[config.mk]
export PLATFORM = sky130hd
export DESIGN_NAME = mono_bitmap_to_vertical_bytes
export DESIGN_NICKNAME = d
export VERILOG_FILES = /design/src/rtl/mvb_pkg.sv /design/src/rtl/mono_bitmap_to_vertical_bytes.sv /design/src/rtl/mvb_ram.sv /design/src/rtl/mvb_emit.sv
export SDC_FILE = /design/constraint.sdc
export NUM_CORES = 2
export LEC_CHECK = 0
export BUFFER_PORTS_ARGS = -buffer_cell sky130_fd_sc_hd__buf_4
export CAP_MARGIN = 20
export CORE_MARGIN = 3
export CORE_UTILIZATION = 44
export DETAILED_ROUTE_END_ITERATION = 6
export PLACE_DENSITY = 0.6
export SYNTH_ARGS = -nofsm -noshare
export SYNTH_HDL_FRONTEND = slang
export SYNTH_SLANG_ARGS = --single-unit
[constraint.sdc]
create_clock -name aclk -period 15.5 [get_ports aclk]
set_clock_uncertainty 0.2 [all_clocks]
set_input_delay 1.55 -clock aclk [delete_from_list [all_inputs] [get_ports aclk]]
set_output_delay 1.55 -clock aclk [all_outputs]
set_load 0.005 [all_outputs]
[src/rtl/mvb_pkg.sv]
// ----------------------------------------------------------------------------
// mvb_pkg
// Shared types and constants for the bitmap to vertical-byte converter.
// ----------------------------------------------------------------------------
package mvb_pkg;

    localparam int BYTE_W        = 8;
    localparam int BAND_ROWS     = 8;
    // Earlier rows of a band kept per byte position (last row arrives live)
    localparam int STORE_W       = (BAND_ROWS - 1) * BYTE_W;
    localparam int BAND_W        = BAND_ROWS * BYTE_W;

    localparam logic [7:0] HEADER_MAGIC = 8'h03;

    // Configuration register indexes
    localparam logic [1:0] REG_WIDTH  = 2'd0;
    localparam logic [1:0] REG_HEIGHT = 2'd1;
    localparam logic [1:0] REG_LINE   = 2'd2;

    localparam logic [8:0] RST_WIDTH  = 9'd160;
    localparam logic [6:0] RST_HEIGHT = 7'd43;
    localparam logic [5:0] RST_LINE   = 6'd32;

    // One input byte's worth of work handed to the output sequencer
    typedef struct packed {
        logic              hdr;    // first byte of frame: send header first
        logic [3:0]        ncol;   // visible columns in this byte, 0..8
        logic              flast;  // byte holds the frame's last column
        logic [BAND_W-1:0] band;   // band rows, row r in bits 8r+7:8r
    } item_t;

endpackage

[src/rtl/mono_bitmap_to_vertical_bytes.sv]
// ----------------------------------------------------------------------------
// mono_bitmap_to_vertical_bytes
// Row-major 1bpp frame bytes in, vertical-byte display message out.
// ----------------------------------------------------------------------------
// Usage:
//   s_ stream: one byte of pixels per transfer, rows in order, line_bytes
//   bytes per row, bit k = column offset k. m_ stream: message bytes; tlast
//   marks the last result of one input byte, tuser[0] the frame's last byte.
//   The first byte of a frame yields a 32-byte header (0x03, zeros) ahead of
//   its own results. Bytes in the last row of a band (8 rows, fewer at frame
//   end) yield one byte per visible column they cover; the rest are only stored.
//   Earlier band rows sit in a 56-bit wide RAM, one word per byte position,
//   read on accept and written back as the byte leaves the stage (forwarded
//   when the next byte hits the same word).
//   A byte passes the read-modify-write stage and then the output sequencer.
//   Throughput: 1 byte per cycle while no results are due; a byte with
//   results waits until the single output port has sent the last result of
//   the byte ahead.
//   Reset: position goes to row 0, byte 0; registers to 160/43/32. Band RAM
//   is not cleared; every stored row is written before it is used.
//   A write to a mapped register restarts the frame. When m_tready is low
//   the current result holds; bytes that are only stored keep flowing, and
//   the first byte with results waits in the pipeline and stalls the input.
// ----------------------------------------------------------------------------
module mono_bitmap_to_vertical_bytes #(
    parameter int MAX_LINE_BYTES = 32,
    parameter int MAX_ROWS       = 64,
    parameter int HEADER_BYTES   = 32
) (
    input  logic        aclk,
    input  logic        aresetn,
    // configuration
    input  logic        psel,
    input  logic        penable,
    input  logic        pwrite,
    input  logic [3:0]  paddr,
    input  logic [31:0] pwdata,
    output logic [31:0] prdata,
    output logic        pready,
    // pixel bytes in
    input  logic        s_tvalid,
    output logic        s_tready,
    input  logic [7:0]  s_tdata,     // [7:0] pixel_byte
    // message bytes out
    output logic        m_tvalid,
    input  logic        m_tready,
    output logic [7:0]  m_tdata,     // [7:0] out_byte
    output logic        m_tlast,     // run_last
    output logic [0:0]  m_tuser      // [0] frame_last
);
    import mvb_pkg::*;

    localparam int XW  = (MAX_LINE_BYTES > 1) ? $clog2(MAX_LINE_BYTES) : 1;
    localparam int LBW = $clog2(MAX_LINE_BYTES + 1);
    localparam int RW  = $clog2(MAX_ROWS);
    localparam int HW  = $clog2(MAX_ROWS + 1);
    localparam int CW  = (LBW + 3 > 9) ? LBW + 3 : 9;

    // ---------------- configuration ----------------
    logic [8:0]  cfg_width_reg;
    logic [6:0]  cfg_height_reg;
    logic [5:0]  cfg_line_reg;
    logic        cfg_wr;
    logic [1:0]  cfg_idx;
    logic        cfg_hit;

    assign pready  = 1'b1;
    assign cfg_idx = paddr[3:2];
    assign cfg_wr  = psel && penable && pwrite;
    assign cfg_hit = cfg_wr && (cfg_idx == REG_WIDTH || cfg_idx == REG_HEIGHT ||
                                cfg_idx == REG_LINE);

    always_ff @(posedge aclk) begin
        if (!aresetn) begin
            cfg_width_reg  <= RST_WIDTH;
            cfg_height_reg <= RST_HEIGHT;
            cfg_line_reg   <= RST_LINE;
        end else if (cfg_wr) begin
            unique case (cfg_idx)
                REG_WIDTH:  cfg_width_reg  <= pwdata[8:0];
                REG_HEIGHT: cfg_height_reg <= pwdata[6:0];
                REG_LINE:   cfg_line_reg   <= pwdata[5:0];
                default: ;
            endcase
        end
    end

    always_comb begin
        unique case (cfg_idx)
            REG_WIDTH:  prdata = 32'(cfg_width_reg);
            REG_HEIGHT: prdata = 32'(cfg_height_reg);
            REG_LINE:   prdata = 32'(cfg_line_reg);
            default:    prdata = 32'd0;
        endcase
    end

    // effective (clamped) geometry
    logic [LBW-1:0] eff_lb;
    logic [HW-1:0]  eff_h;
    logic [CW-1:0]  eff_w;
    logic [CW-1:0]  w_lim;

    always_comb begin
        if (cfg_line_reg == 6'd0) begin
            eff_lb = LBW'(1);
        end else if (32'(cfg_line_reg) > MAX_LINE_BYTES) begin
            eff_lb = LBW'(MAX_LINE_BYTES);
        end else begin
            eff_lb = LBW'(cfg_line_reg);
        end

        if (cfg_height_reg == 7'd0) begin
            eff_h = HW'(1);
        end else if (32'(cfg_height_reg) > MAX_ROWS) begin
            eff_h = HW'(MAX_ROWS);
        end else begin
            eff_h = HW'(cfg_height_reg);
        end

        w_lim = CW'(eff_lb) << 3;
        eff_w = (cfg_width_reg == 9'd0) ? CW'(1) : CW'(cfg_width_reg);
        if (eff_w > w_lim) begin
            eff_w = w_lim;
        end
    end

    // ---------------- position and input stage ----------------
    logic [XW-1:0] x_reg;
    logic [RW-1:0] row_reg;

    logic          accept;
    logic          x_last;
    logic          row_last;
    logic [2:0]    band_b;
    logic          band_end;
    logic          hdr_now;
    logic [CW-1:0] col0;
    logic [CW-1:0] col_span;
    logic [3:0]    ncol_a;
    logic          flast_a;

    assign accept   = s_tvalid && s_tready;
    assign x_last   = (LBW'(x_reg) + LBW'(1)) == eff_lb;
    assign row_last = (HW'(row_reg) + HW'(1)) == eff_h;
    assign band_b   = row_reg[2:0];
    assign band_end = (band_b == 3'd7) || row_last;
    assign hdr_now  = (row_reg == '0) && (x_reg == '0);
    assign col0     = CW'(x_reg) << 3;
    assign col_span = eff_w - col0;

    always_comb begin
        if (!band_end || col0 >= eff_w) begin
            ncol_a = 4'd0;
        end else if (col_span > CW'(8)) begin
            ncol_a = 4'd8;
        end else begin
            ncol_a = col_span[3:0];
        end
    end

    assign flast_a = row_last && (ncol_a != 4'd0) && (col0 + CW'(ncol_a) == eff_w);

    always_ff @(posedge aclk) begin
        if (!aresetn || cfg_hit) begin
            x_reg   <= '0;
            row_reg <= '0;
        end else if (accept) begin
            if (x_last) begin
                x_reg   <= '0;
                row_reg <= row_last ? '0 : row_reg + RW'(1);
            end else begin
                x_reg <= x_reg + XW'(1);
            end
        end
    end

    // ---------------- read-modify-write stage ----------------
    logic                s1_valid_reg;
    logic [7:0]          s1_pix_reg;
    logic [2:0]          s1_b_reg;
    logic [XW-1:0]       s1_x_reg;
    logic                s1_band_end_reg;
    logic                s1_hdr_reg;
    logic [3:0]          s1_ncol_reg;
    logic                s1_flast_reg;

    logic                fwd_reg;
    logic                fwd_next;
    logic [STORE_W-1:0]  fwd_data_reg;

    logic [STORE_W-1:0]  ram_rdata;
    logic [STORE_W-1:0]  old_word;
    logic [BAND_W-1:0]   old_band;
    logic [STORE_W-1:0]  wr_word;
    logic [BAND_W-1:0]   col_band;
    logic                ram_we;
    logic                s1_has_out;
    logic                s1_adv;
    logic                em_ready;
    logic                em_load;
    item_t               em_item;

    assign s1_has_out = s1_hdr_reg || (s1_ncol_reg != 4'd0);
    assign s1_adv     = s1_valid_reg && (!s1_has_out || em_ready);
    assign s_tready   = !s1_valid_reg || s1_adv;
    assign em_load    = s1_adv && s1_has_out;
    assign ram_we     = s1_adv && !s1_band_end_reg;

    assign old_word = fwd_reg ? fwd_data_reg : ram_rdata;
    assign old_band = {8'h00, old_word};

    always_comb begin
        for (int r = 0; r < BAND_ROWS - 1; r++) begin
            wr_word[r*BYTE_W +: BYTE_W] = (3'(r) == s1_b_reg) ? s1_pix_reg
                                                              : old_band[r*BYTE_W +: BYTE_W];
        end
        // rows above the current one belong to an older band: masked off
        for (int r = 0; r < BAND_ROWS; r++) begin
            if (3'(r) < s1_b_reg) begin
                col_band[r*BYTE_W +: BYTE_W] = old_band[r*BYTE_W +: BYTE_W];
            end else if (3'(r) == s1_b_reg) begin
                col_band[r*BYTE_W +: BYTE_W] = s1_pix_reg;
            end else begin
                col_band[r*BYTE_W +: BYTE_W] = 8'h00;
            end
        end
    end

    assign em_item.hdr   = s1_hdr_reg;
    assign em_item.ncol  = s1_ncol_reg;
    assign em_item.flast = s1_flast_reg;
    assign em_item.band  = col_band;

    // next byte reads the word being written back in the same cycle
    always_comb begin
        if (accept) begin
            fwd_next = ram_we && (s1_x_reg == x_reg);
        end else if (s1_adv) begin
            fwd_next = 1'b0;
        end else begin
            fwd_next = fwd_reg;
        end
    end

    always_ff @(posedge aclk) begin
        if (!aresetn) begin
            s1_valid_reg <= 1'b0;
            fwd_reg      <= 1'b0;
        end else begin
            fwd_reg <= fwd_next;
            if (accept) begin
                s1_valid_reg <= 1'b1;
            end else if (s1_adv) begin
                s1_valid_reg <= 1'b0;
            end
        end
    end

    always_ff @(posedge aclk) begin
        if (accept) begin
            s1_pix_reg      <= s_tdata;
            s1_b_reg        <= band_b;
            s1_x_reg        <= x_reg;
            s1_band_end_reg <= band_end;
            s1_hdr_reg      <= hdr_now;
            s1_ncol_reg     <= ncol_a;
            s1_flast_reg    <= flast_a;
            fwd_data_reg    <= wr_word;
        end
    end

    mvb_ram #(
        .WIDTH (STORE_W),
        .DEPTH (MAX_LINE_BYTES)
    ) u_band_ram (
        .aclk  (aclk),
        .we    (ram_we),
        .waddr (s1_x_reg),
        .wdata (wr_word),
        .re    (accept),
        .raddr (x_reg),
        .rdata (ram_rdata)
    );

    mvb_emit #(
        .HEADER_BYTES (HEADER_BYTES)
    ) u_emit (
        .aclk     (aclk),
        .aresetn  (aresetn),
        .load     (em_load),
        .item     (em_item),
        .ready    (em_ready),
        .m_tvalid (m_tvalid),
        .m_tready (m_tready),
        .m_tdata  (m_tdata),
        .m_tlast  (m_tlast),
        .m_tuser  (m_tuser)
    );

    a_fwd_has_item: assert property (@(posedge aclk) disable iff (!aresetn)
        fwd_reg |-> s1_valid_reg)
        else $error("forward flag set with no item in flight");

    a_x_range: assert property (@(posedge aclk) disable iff (!aresetn)
        LBW'(x_reg) < eff_lb)
        else $error("byte position beyond line length");

    a_row_range: assert property (@(posedge aclk) disable iff (!aresetn)
        HW'(row_reg) < eff_h)
        else $error("row position beyond frame height");

    a_frame_last_ends_run: assert property (@(posedge aclk) disable iff (!aresetn)
        m_tvalid && m_tuser[0] |-> m_tlast)
        else $error("frame end not on last result of its byte");

endmodule

[src/rtl/mvb_ram.sv]
// ----------------------------------------------------------------------------
// mvb_ram
// Generic single-clock RAM, one write port, one read port, registered read.
// ----------------------------------------------------------------------------
module mvb_ram #(
    parameter int WIDTH = 8,
    parameter int DEPTH = 16,
    localparam int AW = (DEPTH > 1) ? $clog2(DEPTH) : 1
) (
    input  logic             aclk,
    input  logic             we,
    input  logic [AW-1:0]    waddr,
    input  logic [WIDTH-1:0] wdata,
    input  logic             re,
    input  logic [AW-1:0]    raddr,
    output logic [WIDTH-1:0] rdata
);

    logic [WIDTH-1:0] mem [DEPTH];

    always_ff @(posedge aclk) begin
        if (we) begin
            mem[waddr] <= wdata;
        end
        if (re) begin
            rdata <= mem[raddr];
        end
    end

endmodule

[src/rtl/mvb_emit.sv]
// ----------------------------------------------------------------------------
// mvb_emit
// Output sequencer: plays out the header and the column bytes of one item.
// ----------------------------------------------------------------------------
module mvb_emit #(
    parameter int HEADER_BYTES = 32
) (
    input  logic          aclk,
    input  logic          aresetn,
    input  logic          load,
    input  mvb_pkg::item_t item,
    output logic          ready,
    output logic          m_tvalid,
    input  logic          m_tready,
    output logic [7:0]    m_tdata,    // [7:0] out_byte
    output logic          m_tlast,    // run_last
    output logic [0:0]    m_tuser     // [0] frame_last
);
    import mvb_pkg::*;

    localparam int HCW = $clog2(HEADER_BYTES + 1);

    logic              valid_reg;
    logic [HCW-1:0]    hdr_left_reg;
    logic [3:0]        col_reg;
    logic [3:0]        ncol_reg;
    logic              flast_reg;
    logic [BAND_W-1:0] band_reg;

    logic              hdr_beat;
    logic              last_beat;
    logic              xfer;
    logic              done;
    logic [7:0]        col_byte;

    assign hdr_beat  = (hdr_left_reg != '0);
    assign last_beat = hdr_beat ? (hdr_left_reg == HCW'(1) && ncol_reg == 4'd0)
                                : (col_reg + 4'd1 == ncol_reg);
    assign xfer      = valid_reg && m_tready;
    assign done      = xfer && last_beat;
    assign ready     = !valid_reg || done;

    // transpose: bit r of the column byte is row r at this column
    always_comb begin
        for (int r = 0; r < BAND_ROWS; r++) begin
            col_byte[r] = band_reg[r*BYTE_W + int'(col_reg[2:0])];
        end
    end

    assign m_tvalid   = valid_reg;
    assign m_tdata    = hdr_beat ? ((hdr_left_reg == HCW'(HEADER_BYTES)) ? HEADER_MAGIC : 8'h00)
                                 : col_byte;
    assign m_tlast    = last_beat;
    assign m_tuser[0] = !hdr_beat && flast_reg && last_beat;

    always_ff @(posedge aclk) begin
        if (!aresetn) begin
            valid_reg    <= 1'b0;
            hdr_left_reg <= '0;
            col_reg      <= 4'd0;
        end else if (load) begin
            valid_reg    <= 1'b1;
            hdr_left_reg <= item.hdr ? HCW'(HEADER_BYTES) : '0;
            col_reg      <= 4'd0;
        end else if (done) begin
            valid_reg    <= 1'b0;
        end else if (xfer) begin
            if (hdr_beat) begin
                hdr_left_reg <= hdr_left_reg - HCW'(1);
            end else begin
                col_reg <= col_reg + 4'd1;
            end
        end
    end

    always_ff @(posedge aclk) begin
        if (load) begin
            ncol_reg  <= item.ncol;
            flast_reg <= item.flast;
            band_reg  <= item.band;
        end
    end

    a_col_in_range: assert property (@(posedge aclk) disable iff (!aresetn)
        valid_reg && !hdr_beat |-> col_reg < ncol_reg)
        else $error("column beat beyond item width");

    a_hdr_bound: assert property (@(posedge aclk) disable iff (!aresetn)
        hdr_left_reg <= HCW'(HEADER_BYTES))
        else $error("header count out of range");

    a_done_frees: assert property (@(posedge aclk) disable iff (!aresetn)
        done && !load |=> !valid_reg)
        else $error("sequencer still busy after final transfer");

endmodule

======== Yosys cells after proc, flatten, opt, wreduce, memory -nomap -nowiden ========
Memories as Yosys holds them, arrays and structs flattened. A register that Yosys moved wholly into a read port is not among the register bits.
Index checks and enable logic that the tools add are counted.
cells by class
  magnitude comparators ................... 21
  eq/ne operators ......................... 18
  reduce and logical (&&, ||, !) cells .... 55
  bitwise operators ....................... 4
  muxes and demuxes ....................... 71
  add/subtract/negate cells ............... 15
operator list
  operator                                                                          number
  32-bit by 8-bit < comparator with 1-bit output (second input constant)            7
  8-bit 2-to-1 mux                                                                  22
  56-bit 2-to-1 mux                                                                 1
  6-bit 2-to-1 mux                                                                  8
  1-bit binary-select mux with 6-bit select                                         7
  6-bit by 3-bit adder with 7-bit output (first input constant)                     4
  9-bit case mux with 3 select lines                                                1
  1-bit 2-to-1 mux                                                                  23
  9-bit 2-to-1 mux                                                                  2
  1-bit logical AND                                                                 16
  7-bit 2-to-1 mux                                                                  2
  5-bit by 3-bit adder with 6-bit output (first input constant)                     2
  3-bit equality test (first input constant)                                        4
  6-bit zero test                                                                   2
  3-bit < comparator (first input constant)                                         4
  8-bit by 4-bit adder with 9-bit output                                            1
  9-bit equality test                                                               1
  8-bit by 9-bit greater-or-equal comparator with 1-bit output                      1
  9-bit by 4-bit greater-than comparator with 1-bit output (second input constant)  1
  9-bit greater-than comparator                                                     1
  9-bit zero test                                                                   1
  1-bit logical OR                                                                  9
  9-bit by 8-bit subtractor with 9-bit output                                       1
  4-bit 2-to-1 mux                                                                  2
  other kinds (40)                                                                  61
word-level totals
  memories kept ........................... 1
  bits in writable memories ............... 1792
  logic and storage cells ................. 207
  register bits ........................... 194
memories
  name            depth  bits a word  rd ports  clocked after memory_dff  wr ports  line           source
  u_band_ram.mem  32     56           1         1                         1         mvb_ram.sv:19  logic [WIDTH-1:0] mem [DEPTH];

======== Logic depth before layout (Yosys ltp) ========
  depth after elaboration ................. 12
  mapped depth ............................ 28
  mapped depth without buffers ............ 27

======== Hierarchy ========
Synthesis repeated with hierarchy kept, for this count alone.
second synthesis, totals
  cells, all modules ...................... 4952
  area, all modules ....................... 82183.8 sq um
by module, submodules not included
  module                         cells an instance  seq. area each (sq um)  area each (sq um)  times used
  mvb_ram                        3917               55493.2                 71355.9            1
  mono_bitmap_to_vertical_bytes  814                3072.9                  7334.5             1
  mvb_emit                       221                2292.2                  3493.4             1

======== Least setup slack after synthesis ========
OpenSTA, ideal clock, no wires.
  kind .................................... in2reg
  from .................................... input port m_tready
  to ...................................... register u_emit.col_reg[0]
  arrival ................................. 5.471 ns
  path buffers ............................ 1
  setup slack ............................. 9.703 ns
  setup time .............................. 0.126 ns
  required time ........................... 15.174 ns
  cell stages on the path ................. 5
  path through ............................ a21o_1 > nor2b_1 > nand2b_1 > clkbuf_1 > nor2_1
on the way
  cells in the longest elaborated chain, start to end .. 7
  elaborated cells between the ends (all ways) .. 9
ends and longest elaborated chain
  element                              line                                  source
  start, declared                      mono_bitmap_to_vertical_bytes.sv:46   input logic m_tready,
  1-bit logical AND                    mvb_emit.sv:39                        assign xfer = valid_reg && m_tready;
  1-bit logical AND                    mvb_emit.sv:40                        assign done = xfer && last_beat;
  1-bit logical OR                     mvb_emit.sv:41                        assign ready = !valid_reg || done;
  1-bit logical OR                     mono_bitmap_to_vertical_bytes.sv:204  assign s1_adv = s1_valid_reg && (!s1_has_out || em_ready);
  1-bit logical AND                    mono_bitmap_to_vertical_bytes.sv:204
  1-bit logical AND                    mono_bitmap_to_vertical_bytes.sv:206  assign em_load = s1_adv && s1_has_out;
  named net em_load                    mono_bitmap_to_vertical_bytes.sv:200  logic em_load;
  2-bit OR reduction (no source line)  n/a
  end signal, assigned                 mvb_emit.sv:71                        col_reg <= col_reg + 4'd1;
  end, declared                        mvb_emit.sv:25                        logic [3:0] col_reg;
The timed path passes the listed nets, and every way through them passes these cells.
A chain may end at the register's enable or synchronous reset.

======== Worst setup path in the final report ========
  from .................................... register cfg_line_reg[5]
  to ...................................... register s1_flast_reg (data pin)
on the way
  cells in the longest elaborated chain, start to end .. 12
  elaborated cells between the ends (all ways) .. 17
ends and longest elaborated chain
  element                                                                              line                                  source
  start, declared                                                                      mono_bitmap_to_vertical_bytes.sv:62   logic [5:0] cfg_line_reg;
  start signal, assigned                                                               mono_bitmap_to_vertical_bytes.sv:82   REG_LINE: cfg_line_reg <= pwdata[5:0];
  6-bit greater-than comparator                                                        mono_bitmap_to_vertical_bytes.sv:106  end else if (32'(cfg_line_reg) > MAX_LINE_BYTES) begin
  6-bit 2-to-1 mux                                                                     mono_bitmap_to_vertical_bytes.sv:106
  6-bit 2-to-1 mux *                                                                   mono_bitmap_to_vertical_bytes.sv:104  if (cfg_line_reg == 6'd0) begin
  9-bit greater-than comparator                                                        mono_bitmap_to_vertical_bytes.sv:122  if (eff_w > w_lim) begin
  9-bit 2-to-1 mux *                                                                   mono_bitmap_to_vertical_bytes.sv:122
  9-bit by 8-bit subtractor with 9-bit output                                          mono_bitmap_to_vertical_bytes.sv:149  assign col_span = eff_w - col0;
  9-bit by 4-bit greater-than comparator with 1-bit output                             mono_bitmap_to_vertical_bytes.sv:154  end else if (col_span > CW'(8)) begin
  4-bit 2-to-1 mux                                                                     mono_bitmap_to_vertical_bytes.sv:154
  4-bit 2-to-1 mux *                                                                   mono_bitmap_to_vertical_bytes.sv:152  if (!band_end || col0 >= eff_w) begin
  named net ncol_a[3]                                                                  mono_bitmap_to_vertical_bytes.sv:139  logic [3:0] ncol_a;
  8-bit by 4-bit adder with 9-bit output / 4-bit nonzero test (equally long branches)  mono_bitmap_to_vertical_bytes.sv:161  assign flast_a = row_last && (ncol_a != 4'd0) && (col0 + CW'(ncol_a) == eff_w);
  9-bit equality test / 1-bit logical AND (equally long branches)                      mono_bitmap_to_vertical_bytes.sv:161
  1-bit logical AND *                                                                  mono_bitmap_to_vertical_bytes.sv:161
  named net flast_a                                                                    mono_bitmap_to_vertical_bytes.sv:140  logic flast_a;
  end signal, assigned                                                                 mono_bitmap_to_vertical_bytes.sv:267  s1_flast_reg <= flast_a;
  end, declared                                                                        mono_bitmap_to_vertical_bytes.sv:185  logic s1_flast_reg;
The timed path passes the listed nets; every way through them passes the cells marked *.

==> impl_summary.md <==
Outcome
The flow ran to the end, and the final reports show no timing, DRC or antenna violations.

Clock network
The cell at the root of the clock tree is clkbuf_16. The post-CTS setup-driven buffer insertion count is 0. The CTS tree is yes. The number of buffers inserted by hold repair at cts is 0. The CTS clock-pin slew for the worst setup and hold paths is 0.06 ns. The maximum clock path buffer count is 3. The clock latency of the later-clocked register in the worst-skew pair is 0.86 ns. CTS saw 2,042 sinks. In this run, CTS created clock tree buffers numbering 202. After clock tree synthesis, the repair step resized 0 gates.

The H-tree was split into 4 levels.

Placed design
The final estimated routing congestion in global placement is 0.782. The count of port buffers added during placement is 46. The cell count after placement is 6,056.

In this run the cell area measured after placement is 0.0838 sq mm. The half-perimeter wire length after detailed placement is 98,700 um.

Floorplan
For this configuration, the core starts out at a cell density of 44.5%. The die boundary height is 432 um. The floorplan step set the die width to 432 um.

Pin placement for this block handled 96 I/O pins. The overall die area is 0.187 sq mm. The number of standard-cell rows in the floorplan is 155. In this run the standard cell core region covers 0.179 sq mm.

Worst setup path
The worst setup path is launched from a flip-flop. Data arrives at the worst endpoint at 6.52 ns. The highest-delay cell along the critical path is o31ai_2. The required time of the critical path is 15.95 ns.

The number of buffer and inverter stages on the critical path is 3. The critical path is of the reg -> reg type. The critical path goes through inv_1 -> o21ai_0 -> inv_1 -> ha_1 -> nand4_1 -> o31ai_2 -> mux2i_1 -> inv_1 -> ha_1 -> nor2b_1 -> nor3_1 -> o21bai_1 -> a21oi_1 -> o221ai_1 -> a211oi_1 -> nor2_1 -> ha_1 -> and2_1 -> nand2_1 -> xnor2_1 -> xnor2_1 -> or3_1 -> a2111oi_2. The type of element capturing the critical path is a flip-flop. The category of cells accounting for the largest share of critical-path delay is compound AO/OA/AOI/OAI gates. For this run, the slowest stage of the critical path takes 0.60 ns. The largest fanout of any net on the critical path is 8.

STA
The time the final worst path needs with I/O delays and setup is 6.07 ns. Headroom to the max-slew limit came out at 22.6%. The maximum achievable frequency is 0.165 GHz. At the pin with the least slew margin, the transition time is 1.16 ns. Across all hold checks on the routed design, the worst slack comes to 0.240 ns. Of the available clock period, the critical path in the final layout requires 39.2%.

The setup total negative slack is 0 ns. Setup repair after global routing left no endpoint under its margin. The count of final hold-check violations is 0.

Setup violations remaining at the end of the flow were counted as 0. The count of pins over their slew limit was 0.

Logic synthesis
Synthesis instantiated 64 different standard cells from the library. For this run, the number of Yosys warnings is 0. The gate count after technology mapping is 3,740.

The count of state elements after synthesis is 2,042. The number of enable-type register cells in the synthesized netlist is 1,996. The share of the yosys chip area belonging to registers is 76.2%. The most used flip-flop cell after synthesis is edfxtp_1. Of all flip-flops after synthesis, the portion carrying an async set or reset was 0%. The per-instance average area after synthesis is 21.4 sq um. The synthesized netlist occupies a cell area of 0.0799 sq mm.

Power
In this run the power density over the cells is 128 mW/mm^2. Per report_power, the clock group accounts for 41.0% of the total. The internal cell power is 9.14 mW. IR analysis of the VDD net gives a maximum drop of 0.122 mV. The share of power burned in registers is 53.5%. In this run switching power makes up 21.1% of total power.

Combinational logic is responsible for 5.5% of the overall power. Summed over all cells, the static leakage comes to 28.0 nW. The analysis attributes to net switching a power of 2.45 mW.

Global routing
The via count of the first global-routing pass is 38,100. Entering global routing, the biggest net connects 142 pins. The number of antenna violations at the first check in global routing came to 1. Global routing finished with a remaining overflow of 0.

The first global-routing pass estimated 276,000 um of wire. The overall routing resource usage is 20.6%.

Layout
The post-route non-filler standard cell count is 6,458. The net count of the finished layout is 4,012. Relative to the synthesized area, the layout overhead comes to 13.4%. The repair_antennas step left the layout with diodes totalling 0. The library cells used most frequently in the layout, excluding fill and tap cells, are 1,996 x edfxtp_1, 576 x mux4_2, 244 x nand2_1, 206 x clkbuf_16, 156 x buf_4. Of the cells placed in the final design, the portion with a size suffix greater than 1 is 28.1%. The most frequent standard cell in the layout excluding fill and tap cells is edfxtp_1. The flip-flop count of the largest register, all copies and words added is 1,792. The finished cells cover 0.0906 sq mm.

Route
The remaining antenna violation count after routing is 0. For this block, the initial DRC count from the detailed router was 4,471. The final routed wire length divided by cell count is 29.6 um. The total wire length is 191,000 um. The length of the first detailed-routing pass in iterations is 5.

In the routed design, unresolved DRC markers number 0. The number of vias per cell is 5.87. The number of vias after detailed routing is 37,900.

Min path
The path class of the lowest-slack min-delay path is reg -> reg.

Run
Across the run, the number of max-cap violations was 0.
==> through the flow <==
step	utilization [%]	total power, mW	setup slack [ns]
5_1_grt	50.5	11.9	8.90
3_5_place_dp	46.7	6.95	9.46
2_1_floorplan	-	6.74	9.70
4_1_cts	50.3	11.7	9.41
6_report	50.5	11.6	9.43
3_3_place_gp	46.6	6.93	9.35
==> worst paths after layout <==
kind,start,to,slack (ns),cells after the start
hold reg to reg,s1_flast_reg$_DFFE_PP_,u_emit.flast_reg$_DFFE_PP_,0.24,0
setup / recovery,cfg_line_reg[5]$_SDFFE_PN1P_,s1_flast_reg$_DFFE_PP_,9.43,23
hold / removal,s1_flast_reg$_DFFE_PP_,u_emit.flast_reg$_DFFE_PP_,0.24,0
setup reg to reg,cfg_line_reg[5]$_SDFFE_PN1P_,s1_flast_reg$_DFFE_PP_,9.43,23
==> worst reg2reg max path, delay by kind of cell (launching register included) <==
family / cells / cell delay, ns
xor gates and xnor gates: 2 / 0.24
buffers and inverters: 3 / 0.40
muxes: 1 / 0.38
AOI/OAI and AO/OA: 7 / 2.10
adders and majority gates: 3 / 0.85
and+or+nand+nor: 7 / 1.21
DFF: 1 / 0.52
==> power groups by stage <==
| stage | Sequential [mW] | Clock, mW | Combinational [mW] |
|---|---|---|---|
| floorplan | 6.32 | 0 | 0.426 |
| global placement | 6.32 | 0 | 0.606 |
| detailed placement | 6.32 | 0 | 0.624 |
| CTS | 6.20 | 4.83 | 0.625 |
| global route | 6.20 | 5.05 | 0.690 |
| finish | 6.20 | 4.75 | 0.638 |
==> per-layer routing <==
layer	vias to the layer above	global-route usage [%]	share of wire [%]
li1	15800	-	-
met1	20500	28.8	42
met2	1313	34.0	50
met3	256	3.26	6.2
met4	0	5.40	2.2
met5	-	0	0
==> final cells by class <==
class,instances,area (sq um)
fillers,14000,88800
flip-flops and latches,2042,60900
multi-input cells,1464,18500
clock buffers,265,5380
well taps,2355,2950
repair buffers,200,1810
clock inverters,104,992
inverters,28,120
==> logic make-up after synthesis <==
family | after synthesis | synth area share, %
other cells | 2 | 0.00940
simple gates | 535 | 2.93
buf+inv | 256 | 1.32
fa+ha+maj | 23 | 0.370
xor+xnor | 44 | 0.499
compound gates | 172 | 1.34
mux | 666 | 17.4
flops | 2042 | 76.2
==> Yosys cell counts, types with 3 or more instances <==
library cell / count / area share [%]
edfxtp_1: 1996 / 75
mux4_2: 576 / 16
nand2_1: 244 / 1.1
nor2_1: 154 / 0.72
clkbuf_1: 134 / 0.63
mux2i_1: 82 / 1.0
buf_1: 69 / 0.32
a21oi_1: 65 / 0.41
o21ai_0: 49 / 0.31
dfxtp_1: 46 / 1.2
xnor2_1: 32 / 0.35
nand3_1: 29 / 0.18
inv_1: 27 / 0.13
buf_4: 24 / 0.23
ha_1: 22 / 0.34
nor2b_1: 21 / 0.16
and3_1: 16 / 0.13
and2_1: 12 / 0.094
a211oi_1: 11 / 0.10
xor2_1: 11 / 0.12
nor3_1: 10 / 0.063
a21boi_0: 9 / 0.085
mux2_2: 8 / 0.11
nand3b_1: 8 / 0.075
nor4_1: 8 / 0.063
a22o_1: 7 / 0.077
nand2b_1: 6 / 0.047
nor3b_1: 6 / 0.056
or3_1: 6 / 0.047
a22oi_1: 3 / 0.028
nand4_1: 3 / 0.023
o21bai_1: 3 / 0.028
o221ai_1: 3 / 0.033
(Power assumes the default switching activity.)
